<file path="config.mk">
export PLATFORM = sky130hd
export DESIGN_NAME = named_semaphore_table
export DESIGN_NICKNAME = d
export VERILOG_FILES = /design/src/rtl/core/nst_pkg.sv /design/src/rtl/core/nst_ctrl.sv /design/src/rtl/core/nst_dp.sv /design/src/rtl/core/named_semaphore_table.sv
export SDC_FILE = /design/constraint.sdc
export NUM_CORES = 2
export LEC_CHECK = 0
export BUFFER_PORTS_ARGS = -buffer_cell sky130_fd_sc_hd__buf_2
export CORE_ASPECT_RATIO = 1.4
export CORE_UTILIZATION = 30
export DETAILED_ROUTE_END_ITERATION = 8
export SYNTH_ARGS = -nofsm -noshare
export SYNTH_HDL_FRONTEND = slang
export SYNTH_SLANG_ARGS = --single-unit
</file>
<file path="constraint.sdc">
create_clock -name clk -period 11.5 [get_ports clk]
set_input_delay 2.3 -clock clk [delete_from_list [all_inputs] [get_ports clk]]
set_output_delay 2.3 -clock clk [all_outputs]
set_load 0.02 [all_outputs]
</file>
<file path="src/rtl/core/nst_pkg.sv">
// Shared types, codes and default sizes for the named semaphore table.
`default_nettype none
package nst_pkg;

    localparam int NUM_SEMS_DEF    = 16;
    localparam int NAME_BITS_DEF   = 64;
    localparam int QUEUE_DEPTH_DEF = 8;
    localparam int PID_BITS_DEF    = 16;

    localparam logic signed [15:0] COUNT_MAX = 16'sh7FFF;
    localparam logic signed [15:0] COUNT_MIN = 16'sh8000;
    localparam logic [15:0]        USERS_MAX = 16'hFFFF;

    typedef enum logic [1:0] {
        ACT_OPEN  = 2'd0,
        ACT_CLOSE = 2'd1,
        ACT_POST  = 2'd2,
        ACT_WAIT  = 2'd3
    } action_t;

    typedef enum logic [1:0] {
        ST_OK        = 2'd0,
        ST_NOT_FOUND = 2'd1,
        ST_TABLE_FULL = 2'd2,
        ST_QUEUE_FULL = 2'd3
    } status_t;

    typedef struct packed {
        action_t     action;
        logic [63:0] name_key;
        logic [14:0] initial_value;
        logic [15:0] caller_pid;
    } req_t;

    typedef struct packed {
        status_t            status;
        logic [3:0]         slot;
        logic               must_block;
        logic               woken_valid;
        logic [15:0]        woken_pid;
        logic signed [15:0] count_after;
    } rsp_t;

    // Commands from the sequencer to the datapath.
    typedef struct packed {
        logic capture;
        logic scan;
        logic fetch;
        logic peek;
        logic exec;
    } cmd_t;

    // Status from the datapath back to the sequencer.
    typedef struct packed {
        logic scan_last;
        logic out_free;
    } stat_t;

endpackage
`default_nettype wire

</file>
<file path="src/rtl/core/nst_ctrl.sv">
// Sequencer for the named semaphore table: search, fetch, peek and execute steps.
`default_nettype none
module nst_ctrl
(
    input  wire logic          clk,
    input  wire logic          rst_n,
    input  wire logic          req_valid,
    output logic               req_ready,
    input  wire nst_pkg::stat_t stat,
    output nst_pkg::cmd_t      cmd
);

    typedef enum logic [2:0] {
        S_IDLE,
        S_SEARCH,
        S_DRAIN,
        S_FETCH,
        S_PEEK,
        S_EXEC
    } state_t;

    state_t state_reg;
    state_t state_next;
    logic   ready_reg;
    logic   ready_next;

    always_comb
    begin
        state_next  = state_reg;
        ready_next  = ready_reg;
        cmd         = '0;
        cmd.capture = req_valid && ready_reg;
        case (state_reg)
            S_IDLE:
            begin
                if (req_valid && ready_reg)
                begin
                    state_next = S_SEARCH;
                    ready_next = 1'b0;
                end
            end
            S_SEARCH:
            begin
                cmd.scan = 1'b1;
                if (stat.scan_last)
                begin
                    state_next = S_DRAIN;
                end
            end
            S_DRAIN:
            begin
                state_next = S_FETCH;
            end
            S_FETCH:
            begin
                cmd.fetch  = 1'b1;
                state_next = S_PEEK;
            end
            S_PEEK:
            begin
                cmd.peek   = 1'b1;
                state_next = S_EXEC;
            end
            S_EXEC:
            begin
                if (stat.out_free)
                begin
                    cmd.exec   = 1'b1;
                    state_next = S_IDLE;
                    ready_next = 1'b1;
                end
            end
            default:
            begin
                state_next = S_IDLE;
                ready_next = 1'b1;
            end
        endcase
    end

    always_ff @(posedge clk or negedge rst_n)
    begin
        if (!rst_n)
        begin
            state_reg <= S_IDLE;
            ready_reg <= 1'b1;
        end
        else
        begin
            state_reg <= state_next;
            ready_reg <= ready_next;
        end
    end

    assign req_ready = ready_reg;

endmodule
`default_nettype wire

</file>
<file path="src/rtl/core/nst_dp.sv">
// Datapath of the named semaphore table: slot stores, wait queues and result register.
`default_nettype none
module nst_dp #(
    parameter int NUM_SEMS    = nst_pkg::NUM_SEMS_DEF,
    parameter int NAME_BITS   = nst_pkg::NAME_BITS_DEF,
    parameter int QUEUE_DEPTH = nst_pkg::QUEUE_DEPTH_DEF,
    parameter int PID_BITS    = nst_pkg::PID_BITS_DEF
)
(
    input  wire logic          clk,
    input  wire logic          rst_n,
    input  wire nst_pkg::req_t req,
    input  wire nst_pkg::cmd_t cmd,
    output nst_pkg::stat_t     stat,
    output logic               rsp_valid,
    input  wire logic          rsp_ready,
    output nst_pkg::rsp_t      rsp
);

    localparam int SW  = (NUM_SEMS > 1) ? $clog2(NUM_SEMS) : 1;
    localparam int QW  = (QUEUE_DEPTH > 1) ? $clog2(QUEUE_DEPTH) : 1;
    localparam int FW  = $clog2(QUEUE_DEPTH + 1);
    localparam int WN  = NUM_SEMS * QUEUE_DEPTH;
    localparam int AW  = (WN > 1) ? $clog2(WN) : 1;
    localparam int PW  = (PID_BITS < 16) ? PID_BITS : 16;
    localparam logic [SW-1:0] LAST_IDX  = SW'(NUM_SEMS - 1);
    localparam logic [QW-1:0] LAST_HEAD = QW'(QUEUE_DEPTH - 1);
    localparam logic [FW-1:0] DEPTH_F   = FW'(QUEUE_DEPTH);
    localparam logic [AW-1:0] DEPTH_A   = AW'(QUEUE_DEPTH);

    // Stores; only the used flags (used_reg) need a reset value.
    logic [NAME_BITS-1:0] slot_name  [NUM_SEMS];
    logic signed [15:0]   slot_count [NUM_SEMS];
    logic [15:0]          slot_users [NUM_SEMS];
    logic [QW-1:0]        q_head     [NUM_SEMS];
    logic [FW-1:0]        q_fill     [NUM_SEMS];
    logic [PW-1:0]        waiter_ids [WN];
    logic [NUM_SEMS-1:0]  used_reg;

    // Captured request.
    nst_pkg::action_t     act_reg;
    logic [NAME_BITS-1:0] key_reg;
    logic [14:0]          init_reg;
    logic [PW-1:0]        pid_reg;

    // Search pipeline.
    logic [SW-1:0]        scan_idx_reg;
    logic                 rd_v_reg;
    logic [SW-1:0]        rd_idx_reg;
    logic [NAME_BITS-1:0] name_q_reg;
    logic                 used_q_reg;
    logic                 match_reg;
    logic [SW-1:0]        match_idx_reg;
    logic                 free_reg;
    logic [SW-1:0]        free_idx_reg;

    // Values read for the addressed slot.
    logic signed [15:0]   cnt_q_reg;
    logic [15:0]          users_q_reg;
    logic [QW-1:0]        head_q_reg;
    logic [FW-1:0]        fill_q_reg;
    logic [PW-1:0]        wid_q_reg;

    logic                 out_valid_reg;
    nst_pkg::rsp_t        out_reg;

    logic [SW-1:0]        sel_idx;
    logic [SW+3:0]        slot_ext;
    logic [AW-1:0]        slot_base;
    logic [FW:0]          tail_sum;
    logic [QW-1:0]        tail_idx;
    logic [QW-1:0]        head_inc;

    nst_pkg::rsp_t        res;
    logic                 we_name;
    logic                 we_count;
    logic                 we_users;
    logic                 we_queue;
    logic                 we_wid;
    logic                 set_used;
    logic                 clr_used;
    logic signed [15:0]   count_new;
    logic [15:0]          users_new;
    logic [QW-1:0]        head_new;
    logic [FW-1:0]        fill_new;

    assign sel_idx   = match_reg ? match_idx_reg : free_idx_reg;
    assign slot_ext  = (SW + 4)'(sel_idx);
    assign slot_base = AW'(sel_idx) * DEPTH_A;
    assign tail_sum  = (FW + 1)'(head_q_reg) + (FW + 1)'(fill_q_reg);
    assign tail_idx  = (tail_sum >= (FW + 1)'(QUEUE_DEPTH))
                       ? QW'(tail_sum - (FW + 1)'(QUEUE_DEPTH)) : QW'(tail_sum);
    assign head_inc  = (head_q_reg == LAST_HEAD) ? '0 : head_q_reg + 1'b1;

    assign stat.scan_last = (scan_idx_reg == LAST_IDX);
    assign stat.out_free  = !out_valid_reg || rsp_ready;

    always_comb
    begin
        res        = '0;
        we_name    = 1'b0;
        we_count   = 1'b0;
        we_users   = 1'b0;
        we_queue   = 1'b0;
        we_wid     = 1'b0;
        set_used   = 1'b0;
        clr_used   = 1'b0;
        count_new  = cnt_q_reg;
        users_new  = users_q_reg;
        head_new   = head_q_reg;
        fill_new   = fill_q_reg;
        if (act_reg == nst_pkg::ACT_OPEN)
        begin
            if (match_reg)
            begin
                if (users_q_reg != nst_pkg::USERS_MAX)
                begin
                    users_new = users_q_reg + 16'd1;
                end
                we_users        = 1'b1;
                res.slot        = slot_ext[3:0];
                res.count_after = cnt_q_reg;
            end
            else if (free_reg)
            begin
                we_name         = 1'b1;
                we_count        = 1'b1;
                we_users        = 1'b1;
                we_queue        = 1'b1;
                set_used        = 1'b1;
                count_new       = 16'(init_reg);
                users_new       = 16'd1;
                head_new        = '0;
                fill_new        = '0;
                res.slot        = slot_ext[3:0];
                res.count_after = 16'(init_reg);
            end
            else
            begin
                res.status = nst_pkg::ST_TABLE_FULL;
            end
        end
        else if (!match_reg)
        begin
            res.status = nst_pkg::ST_NOT_FOUND;
        end
        else
        begin
            res.slot = slot_ext[3:0];
            case (act_reg)
                nst_pkg::ACT_CLOSE:
                begin
                    if (users_q_reg > 16'd1)
                    begin
                        users_new = users_q_reg - 16'd1;
                        we_users  = 1'b1;
                    end
                    else
                    begin
                        clr_used = 1'b1;
                        we_queue = 1'b1;
                        head_new = '0;
                        fill_new = '0;
                    end
                end
                nst_pkg::ACT_POST:
                begin
                    if (fill_q_reg != '0)
                    begin
                        res.woken_valid = 1'b1;
                        res.woken_pid   = 16'(wid_q_reg);
                        head_new        = head_inc;
                        fill_new        = fill_q_reg - 1'b1;
                        we_queue        = 1'b1;
                    end
                    if (cnt_q_reg != nst_pkg::COUNT_MAX)
                    begin
                        count_new = cnt_q_reg + 16'sd1;
                    end
                    we_count = 1'b1;
                end
                nst_pkg::ACT_WAIT:
                begin
                    if (cnt_q_reg < 16'sd1)
                    begin
                        if (fill_q_reg >= DEPTH_F)
                        begin
                            res.status = nst_pkg::ST_QUEUE_FULL;
                        end
                        else
                        begin
                            we_wid         = 1'b1;
                            fill_new       = fill_q_reg + 1'b1;
                            we_queue       = 1'b1;
                            res.must_block = 1'b1;
                            if (cnt_q_reg != nst_pkg::COUNT_MIN)
                            begin
                                count_new = cnt_q_reg - 16'sd1;
                            end
                            we_count = 1'b1;
                        end
                    end
                    else
                    begin
                        count_new = cnt_q_reg - 16'sd1;
                        we_count  = 1'b1;
                    end
                end
                default:
                begin
                end
            endcase
            res.count_after = count_new;
        end
    end

    // Control state.
    always_ff @(posedge clk or negedge rst_n)
    begin
        if (!rst_n)
        begin
            used_reg      <= '0;
            out_valid_reg <= 1'b0;
            rd_v_reg      <= 1'b0;
        end
        else
        begin
            rd_v_reg <= cmd.scan;
            if (cmd.exec)
            begin
                out_valid_reg <= 1'b1;
                if (set_used)
                begin
                    used_reg[sel_idx] <= 1'b1;
                end
                if (clr_used)
                begin
                    used_reg[sel_idx] <= 1'b0;
                end
            end
            else if (rsp_ready)
            begin
                out_valid_reg <= 1'b0;
            end
        end
    end

    // Request capture, search and slot reads.
    always_ff @(posedge clk)
    begin
        if (cmd.capture)
        begin
            act_reg      <= req.action;
            key_reg      <= req.name_key[NAME_BITS-1:0];
            init_reg     <= req.initial_value;
            pid_reg      <= req.caller_pid[PW-1:0];
            scan_idx_reg <= '0;
            match_reg    <= 1'b0;
            free_reg     <= 1'b0;
        end
        else
        begin
            if (cmd.scan)
            begin
                name_q_reg   <= slot_name[scan_idx_reg];
                used_q_reg   <= used_reg[scan_idx_reg];
                rd_idx_reg   <= scan_idx_reg;
                scan_idx_reg <= scan_idx_reg + 1'b1;
            end
            if (rd_v_reg)
            begin
                if (used_q_reg && (name_q_reg == key_reg) && !match_reg)
                begin
                    match_reg     <= 1'b1;
                    match_idx_reg <= rd_idx_reg;
                end
                if (!used_q_reg && !free_reg)
                begin
                    free_reg     <= 1'b1;
                    free_idx_reg <= rd_idx_reg;
                end
            end
        end
        if (cmd.fetch)
        begin
            cnt_q_reg   <= slot_count[sel_idx];
            users_q_reg <= slot_users[sel_idx];
            head_q_reg  <= q_head[sel_idx];
            fill_q_reg  <= q_fill[sel_idx];
        end
        if (cmd.peek)
        begin
            wid_q_reg <= waiter_ids[slot_base + AW'(head_q_reg)];
        end
        if (cmd.exec)
        begin
            out_reg <= res;
        end
    end

    // Store writes.
    always_ff @(posedge clk)
    begin
        if (cmd.exec)
        begin
            if (we_name)
            begin
                slot_name[sel_idx] <= key_reg;
            end
            if (we_count)
            begin
                slot_count[sel_idx] <= count_new;
            end
            if (we_users)
            begin
                slot_users[sel_idx] <= users_new;
            end
            if (we_queue)
            begin
                q_head[sel_idx] <= head_new;
                q_fill[sel_idx] <= fill_new;
            end
        end
    end

    always_ff @(posedge clk)
    begin
        if (cmd.exec && we_wid)
        begin
            waiter_ids[slot_base + AW'(tail_idx)] <= pid_reg;
        end
    end

    assign rsp_valid = out_valid_reg;
    assign rsp       = out_reg;

endmodule
`default_nettype wire

</file>
<file path="src/rtl/core/named_semaphore_table.sv">
// Top level of the named semaphore table: sequencer and datapath.
//
//  Channel | Signals                          | Carries
//  --------+----------------------------------+--------------------------------------
//  req     | req_valid, req_ready, req        | action, name key, initial count, pid
//  rsp     | rsp_valid, rsp_ready, rsp        | status, slot, block/wake flags, count
//
// Each request runs through a name search, which reads one slot name per cycle
// from the name store, with the compare of the last name in the following cycle,
// followed by a fetch of the slot, a read of the oldest waiter and an execute
// step that writes everything back and registers the response. The input opens
// again with the response.
// Reset clears the slot-used flags and the handshake state; the stores need no
// clearing, since a slot's fields and its queue are written when it is created.
// A stalled response holds in its output register and the execute step waits
// for it to drain; a new request is accepted as soon as the execute step is done.
`default_nettype none
module named_semaphore_table #(
    parameter int NUM_SEMS    = nst_pkg::NUM_SEMS_DEF,
    parameter int NAME_BITS   = nst_pkg::NAME_BITS_DEF,
    parameter int QUEUE_DEPTH = nst_pkg::QUEUE_DEPTH_DEF,
    parameter int PID_BITS    = nst_pkg::PID_BITS_DEF
)
(
    input  wire logic          clk,
    input  wire logic          rst_n,
    input  wire logic          req_valid,
    output logic               req_ready,
    input  wire nst_pkg::req_t req,
    output logic               rsp_valid,
    input  wire logic          rsp_ready,
    output nst_pkg::rsp_t      rsp
);

    // The sequencer only steers; all state of the table lives in the datapath.
    nst_pkg::cmd_t  cmd;
    nst_pkg::stat_t stat;

    nst_ctrl u_ctrl
    (
        .clk       (clk),
        .rst_n     (rst_n),
        .req_valid (req_valid),
        .req_ready (req_ready),
        .stat      (stat),
        .cmd       (cmd)
    );

    nst_dp #(
        .NUM_SEMS    (NUM_SEMS),
        .NAME_BITS   (NAME_BITS),
        .QUEUE_DEPTH (QUEUE_DEPTH),
        .PID_BITS    (PID_BITS)
    ) u_dp
    (
        .clk       (clk),
        .rst_n     (rst_n),
        .req       (req),
        .cmd       (cmd),
        .stat      (stat),
        .rsp_valid (rsp_valid),
        .rsp_ready (rsp_ready),
        .rsp       (rsp)
    );

endmodule
`default_nettype wire

</file>
# Word level (Yosys, flattened, before mapping)
# Memories as Yosys holds them, arrays and structs flattened. A register that Yosys moved wholly into a read port is not among the register bits.
# Index checks and enable logic that the tools add are counted.
# op_classes
addsub	12
n_eq_ne	17
n_reduce_logical	26
magnitude_cmp	7
bitwise	8
mux	110
# op_table
cell	n
16-bit two-way mux	20
64-bit == test	1
1-bit two-way mux	48
16-bit inequality test, second input constant	3
4-bit two-way mux	11
38-bit two-way mux	1
17-bit two-way mux	2
3-bit two-way mux	11
16-bit case mux with 2 select lines	1
3-bit case mux with 6 select lines	1
16-bit by 1-bit adder with 16-bit output, second input constant	1
16-bit by 2-bit adder with 16-bit output, second input constant	1
16-bit AND	1
16-bit by 1-bit greater-than comparator with 1-bit output, second input constant	1
16-bit by 2-bit < comparator with 1-bit output, second input constant	1
16-bit NOT	1
16-bit bitwise OR	1
16-bit by 1-bit subtractor with 16-bit output, second input constant	1
16-bit by 2-bit subtractor with 16-bit output, second input constant	1
15-bit two-way mux	1
7-bit by 3-bit adder with 7-bit output	2
2-bit two-way mux	6
4-bit case mux with 3 select lines	1
3-bit AND reduction	4
other kinds (34)	58
# totals
output_inout_bits	42
mem_bits_rw	3696
ff_bits	178
memories	6
input_bits	101
wordCells	208
# memory_table
memory	words	width	read_ports	rd_clocked_by_memory_dff	write_ports	line	rtl
u_dp.waiter_ids	128	16	1	1	1	nst_dp.sv:37	logic [PW-1:0] waiter_ids [WN];
u_dp.slot_name	16	64	1	1	1	nst_dp.sv:32	logic [NAME_BITS-1:0] slot_name [NUM_SEMS];
u_dp.slot_count	16	16	1	1	1	nst_dp.sv:33	logic signed [15:0] slot_count [NUM_SEMS];
u_dp.slot_users	16	16	1	1	1	nst_dp.sv:34	logic [15:0] slot_users [NUM_SEMS];
u_dp.q_fill	16	4	1	1	1	nst_dp.sv:36	logic [FW-1:0] q_fill [NUM_SEMS];
u_dp.q_head	16	3	1	1	1	nst_dp.sv:35	logic [QW-1:0] q_head [NUM_SEMS];

# Depth between registers and ports, before layout
# logic_depth
depth_word	10
mapped_depth	11
ltp_nobuf	8

# Modules after synthesis
# Synthesis repeated with hierarchy kept, for this count alone.
# unflattened
cells_unflattened	7778
hier_area_um2	155029.9
# modules_own_cells
mod	seq_area_each_um2	instances	area_per_inst_um2	cells_per_inst
nst_dp	119634.7	1	154791.0	7753
nst_ctrl	101.3	1	239.0	25

# Least setup slack after synthesis
# Ideal clock, no wire load.
# synth_path
kind	in2reg
start	input port req_valid
end	register u_dp.name_q_reg[0] (read register of u_dp.slot_name) (enable)
path_slack_ps	1246
required_time_ps	10439
t_arrival_ps	9193
path_buffers	1
setup_ps	1061
cell_stages	3
cell_sequence	and2_1 > clkbuf_1 > nor3_1
# synth_rtl
item	line	rtl
start: declaration	named_semaphore_table.sv:27	input wire logic req_valid,
end: declaration	nst_dp.sv:50	logic [NAME_BITS-1:0] name_q_reg;

# Final worst setup path
# layout_path
start	input port rsp_ready
end	memory u_dp.slot_name[4][51] in the netlist's numbering (enable)
# layout_between
elab_chain_len	5
# layout_rtl
item	line	rtl
start: declaration	named_semaphore_table.sv:31	input wire logic rsp_ready,
1-bit logical OR	nst_dp.sv:96	assign stat.out_free = !out_valid_reg || rsp_ready;
1-bit two-way mux	nst_ctrl.sv:66	if (stat.out_free)
1-bit two-way mux	nst_ctrl.sv:33	case (state_reg)
1-bit two-way mux	nst_dp.sv:304	if (cmd.exec)
1-bit two-way mux (not written as such)	nst_dp.sv:308	slot_name[sel_idx] <= key_reg;
end: declaration	nst_dp.sv:32	
# No other way between the ends.

==> results.txt <==
die height: 851 µm
Critical Path Sink Type: flip-flop
Largest Register: u_dp.waiter_ids
Achievable Freq: 176 MHz
Setup Viol. Count Final: 0
Hold WC Path Type: reg -> reg
initial antenna violation count: 15
Root Driver: clkbuf_16
Post-synth EDFFs: 3,965
hold path depth: 1
total number of vias: 72,282
Slew HR: 4.40%
area growth from synthesis to layout: 14.1%
post-cts resize count: 0
overall power: 0.0342 W
Max Cap Violations: 0
CTS Hold Buffers Added: 0
Mean Syn Cell Area: 22.1 µm²
CTS tree: yes
leading area contributor after synthesis: edfxtp_1
# rows: 311
initial drt markers: 7,169
clock network power share: 35.2%
Clock Latency Late Sink: 940 ps
HP Start: u_dp.used_reg[10]
unrepaired setup endpoints after global routing: no
worst-case clock skew: 113 ps
Yosys Warn Count: 0
CTS H-tree depth: 5
Routed Antenna Nets: 0
Area contributors post-synth: edfxtp_1 (77%), mux4_2 (14%), mux2i_1 (1.7%)
Port Buffers: 142
vias in the first global route: 76,071
largest net degree at the start of global routing: 162
cell internal pwr: 0.0255 W
Post-DP HPWL: 226 mm
Mapped Nets: 7,101
share of cells above drive strength 1: 27.0%
maximum vdd ir drop: 0.000323 V
final slew viol count: 0
Synth top cells by count: edfxtp_1 (3,965), mux4_2 (993), mux2i_1 (256), nor2_1 (250), clkbuf_1 (232)
fin crit share: 49.5%
Final Hold Viols: 0
R2R cell count: 9
Top FF cell, synth: edfxtp_1
count leader, synth: edfxtp_1
Chip Width: 608 µm
Cell variety after synth: 95
Synth top area share: 77.1%
CP arrival: 6180 ps
Max Root-Sink Buffers: 4
CTS Sinks: 3,993
crit path launch type: primary input
Leak: 54.0 nW
switching power: 0.00870 W
WS Path Type: in -> reg
Yosys reg bits: 3,993
setup slack, reg-to-reg: 6490 ps
Final TNS setup: 0 ps
Fin Hold WS: 512 ps
outcome: completed
setup bufs post-CTS: 0
Seq pwr share: 49.7%
Post-Synthesis Cell Area: 0.154 mm²
sequential-to-total area share from yosys stat: 77.6%
# DRC: 0
Syn Inst Count: 6,983
Regs by FF count: u_dp.waiter_ids: 2048 flops, u_dp.slot_name: 1024 flops
first-pass GRT wire length: 546 mm
RR Startpoint: u_dp.match_reg
Worst EP required: 11,990 ps
TritonCTS Buffers: 356
WL final: 379 mm
grt total ovfl: 0
asr flop ratio synth: 0.551%
core area: 0.512 mm²
hold path endpoint: u_dp.used_reg[10]
final instance area: 0.176 mm²
Worst Path Max Fanout: 42
Die ar.: 0.517 mm²
number of flip-flops in the largest register: 2,048
global-route usage over all layers: 14.3%
clock-pin transition on the worst setup and hold timing paths: 60 ps
1st-pass router iterations: 6
PD cells: 194 mW/mm²
fin nets: 7,487
sw frac: 25.4%
Post-Place Cell Area: 0.164 mm²
gpl congestion: 0.850
Ports: 143
Vias/cell: 5.02
Comb pwr share: 15.1%
Slew @ Worst Pin: 1430 ps
Tmin final: 5690 ps
DR WL/cell: 26.3 µm
Reg-to-Reg End: u_dp.waiter_ids[101][13]
Initial Utilization: 30.1%
## cell type report
type	instances	area, µm²
fill	47138	336000
clock inverter	222	2280
inverter	31	118
sequential	3993	120000
antenna	8	20.0
clock buffer	421	9340
timing repair buffer	411	2860
multi-input combinational	2576	33200
tap	6729	8420
## per-stage QoR
stage / util (%) / instances / worst slack [ps]
final: 34.4 / 14391 / 5810
after global routing: 34.4 / 14384 / 5750
after CTS: 34.4 / 14383 / 5830
after detailed placement: 32.1 / 13740 / 4870
after global placement: 32.1 / 13739 / 4930
after floorplan: - / 6983 / 1250
## critical path: stages
cell and delay (ps):
buf_2 170, nand2b_1 220, nand3_1 310, nor2_1 1010, nand2_1 450, nor2_4 850
buf_4 800
## power groups by stage
stage | logic [W] | clock network [W] | registers [W]
floorplan | 0.00408 | 0 | 0.0171
global placement | 0.00516 | 0 | 0.0173
detailed placement | 0.00525 | 0 | 0.0173
CTS | 0.00526 | 0.0123 | 0.0170
global route | 0.00545 | 0.0128 | 0.0170
finish | 0.00515 | 0.0120 | 0.0170
## cell usage in the layout, fill, tap and decap left out, types with 37 or more instances in the layout
cell type  netlist  layout
clkinv_1         2      66
nor3_1          78      77
a21oi_1         49      44
mux2i_1        256     253
clkbuf_16        0     364
o22ai_1        134     132
nand2_1        177     175
nand3_1         37      37
o21ai_0         40      40
bufinv_16        0      39
clkbuf_1       232      55
buf_2           99     142
buf_4           11     258
edfxtp_1      3965    3965
clkinv_2         0      63
and2_1          56      55
a31oi_1         47      46
xor2_1          45      45
nor2_2          11      46
nor2_1         250     198
a211oi_1        44      44
mux4_2         993     993
## metal layers
metal	vias up	track usage (%)	routed length [µm]
met5	-	0	0
li1	30245	-	-
met4	0	5.34	15000
met3	622	1.87	20100
met2	2499	26.3	203000
met1	38916	16.9	141000
## cell families after synthesis
kind of cell	share of synthesized area, %
AOI/OAI and AO/OA	2.10
xor gates and xnor gates	0.454
adders and majority gates	0.143
buffers and inverters	1.13
DFF	77.6
muxes	16.2
and+or+nand+nor	2.41
## worst max path at each step
stage | end | slack [ps] | from
4_1_cts | u_dp.slot_name[4][51] | 5830 | rsp_ready
2_1_floorplan | u_dp.name_q_reg[0] | 1250 | req_valid
6_report | u_dp.slot_name[4][51] | 5810 | rsp_ready
5_1_grt | u_dp.slot_name[4][51] | 5750 | rsp_ready
3_3_place_gp | u_dp.slot_name[4][49] | 4930 | rsp_ready
3_5_place_dp | u_dp.slot_name[4][27] | 4870 | rsp_ready
No activity file was read; power rests on OpenSTA's default activity.
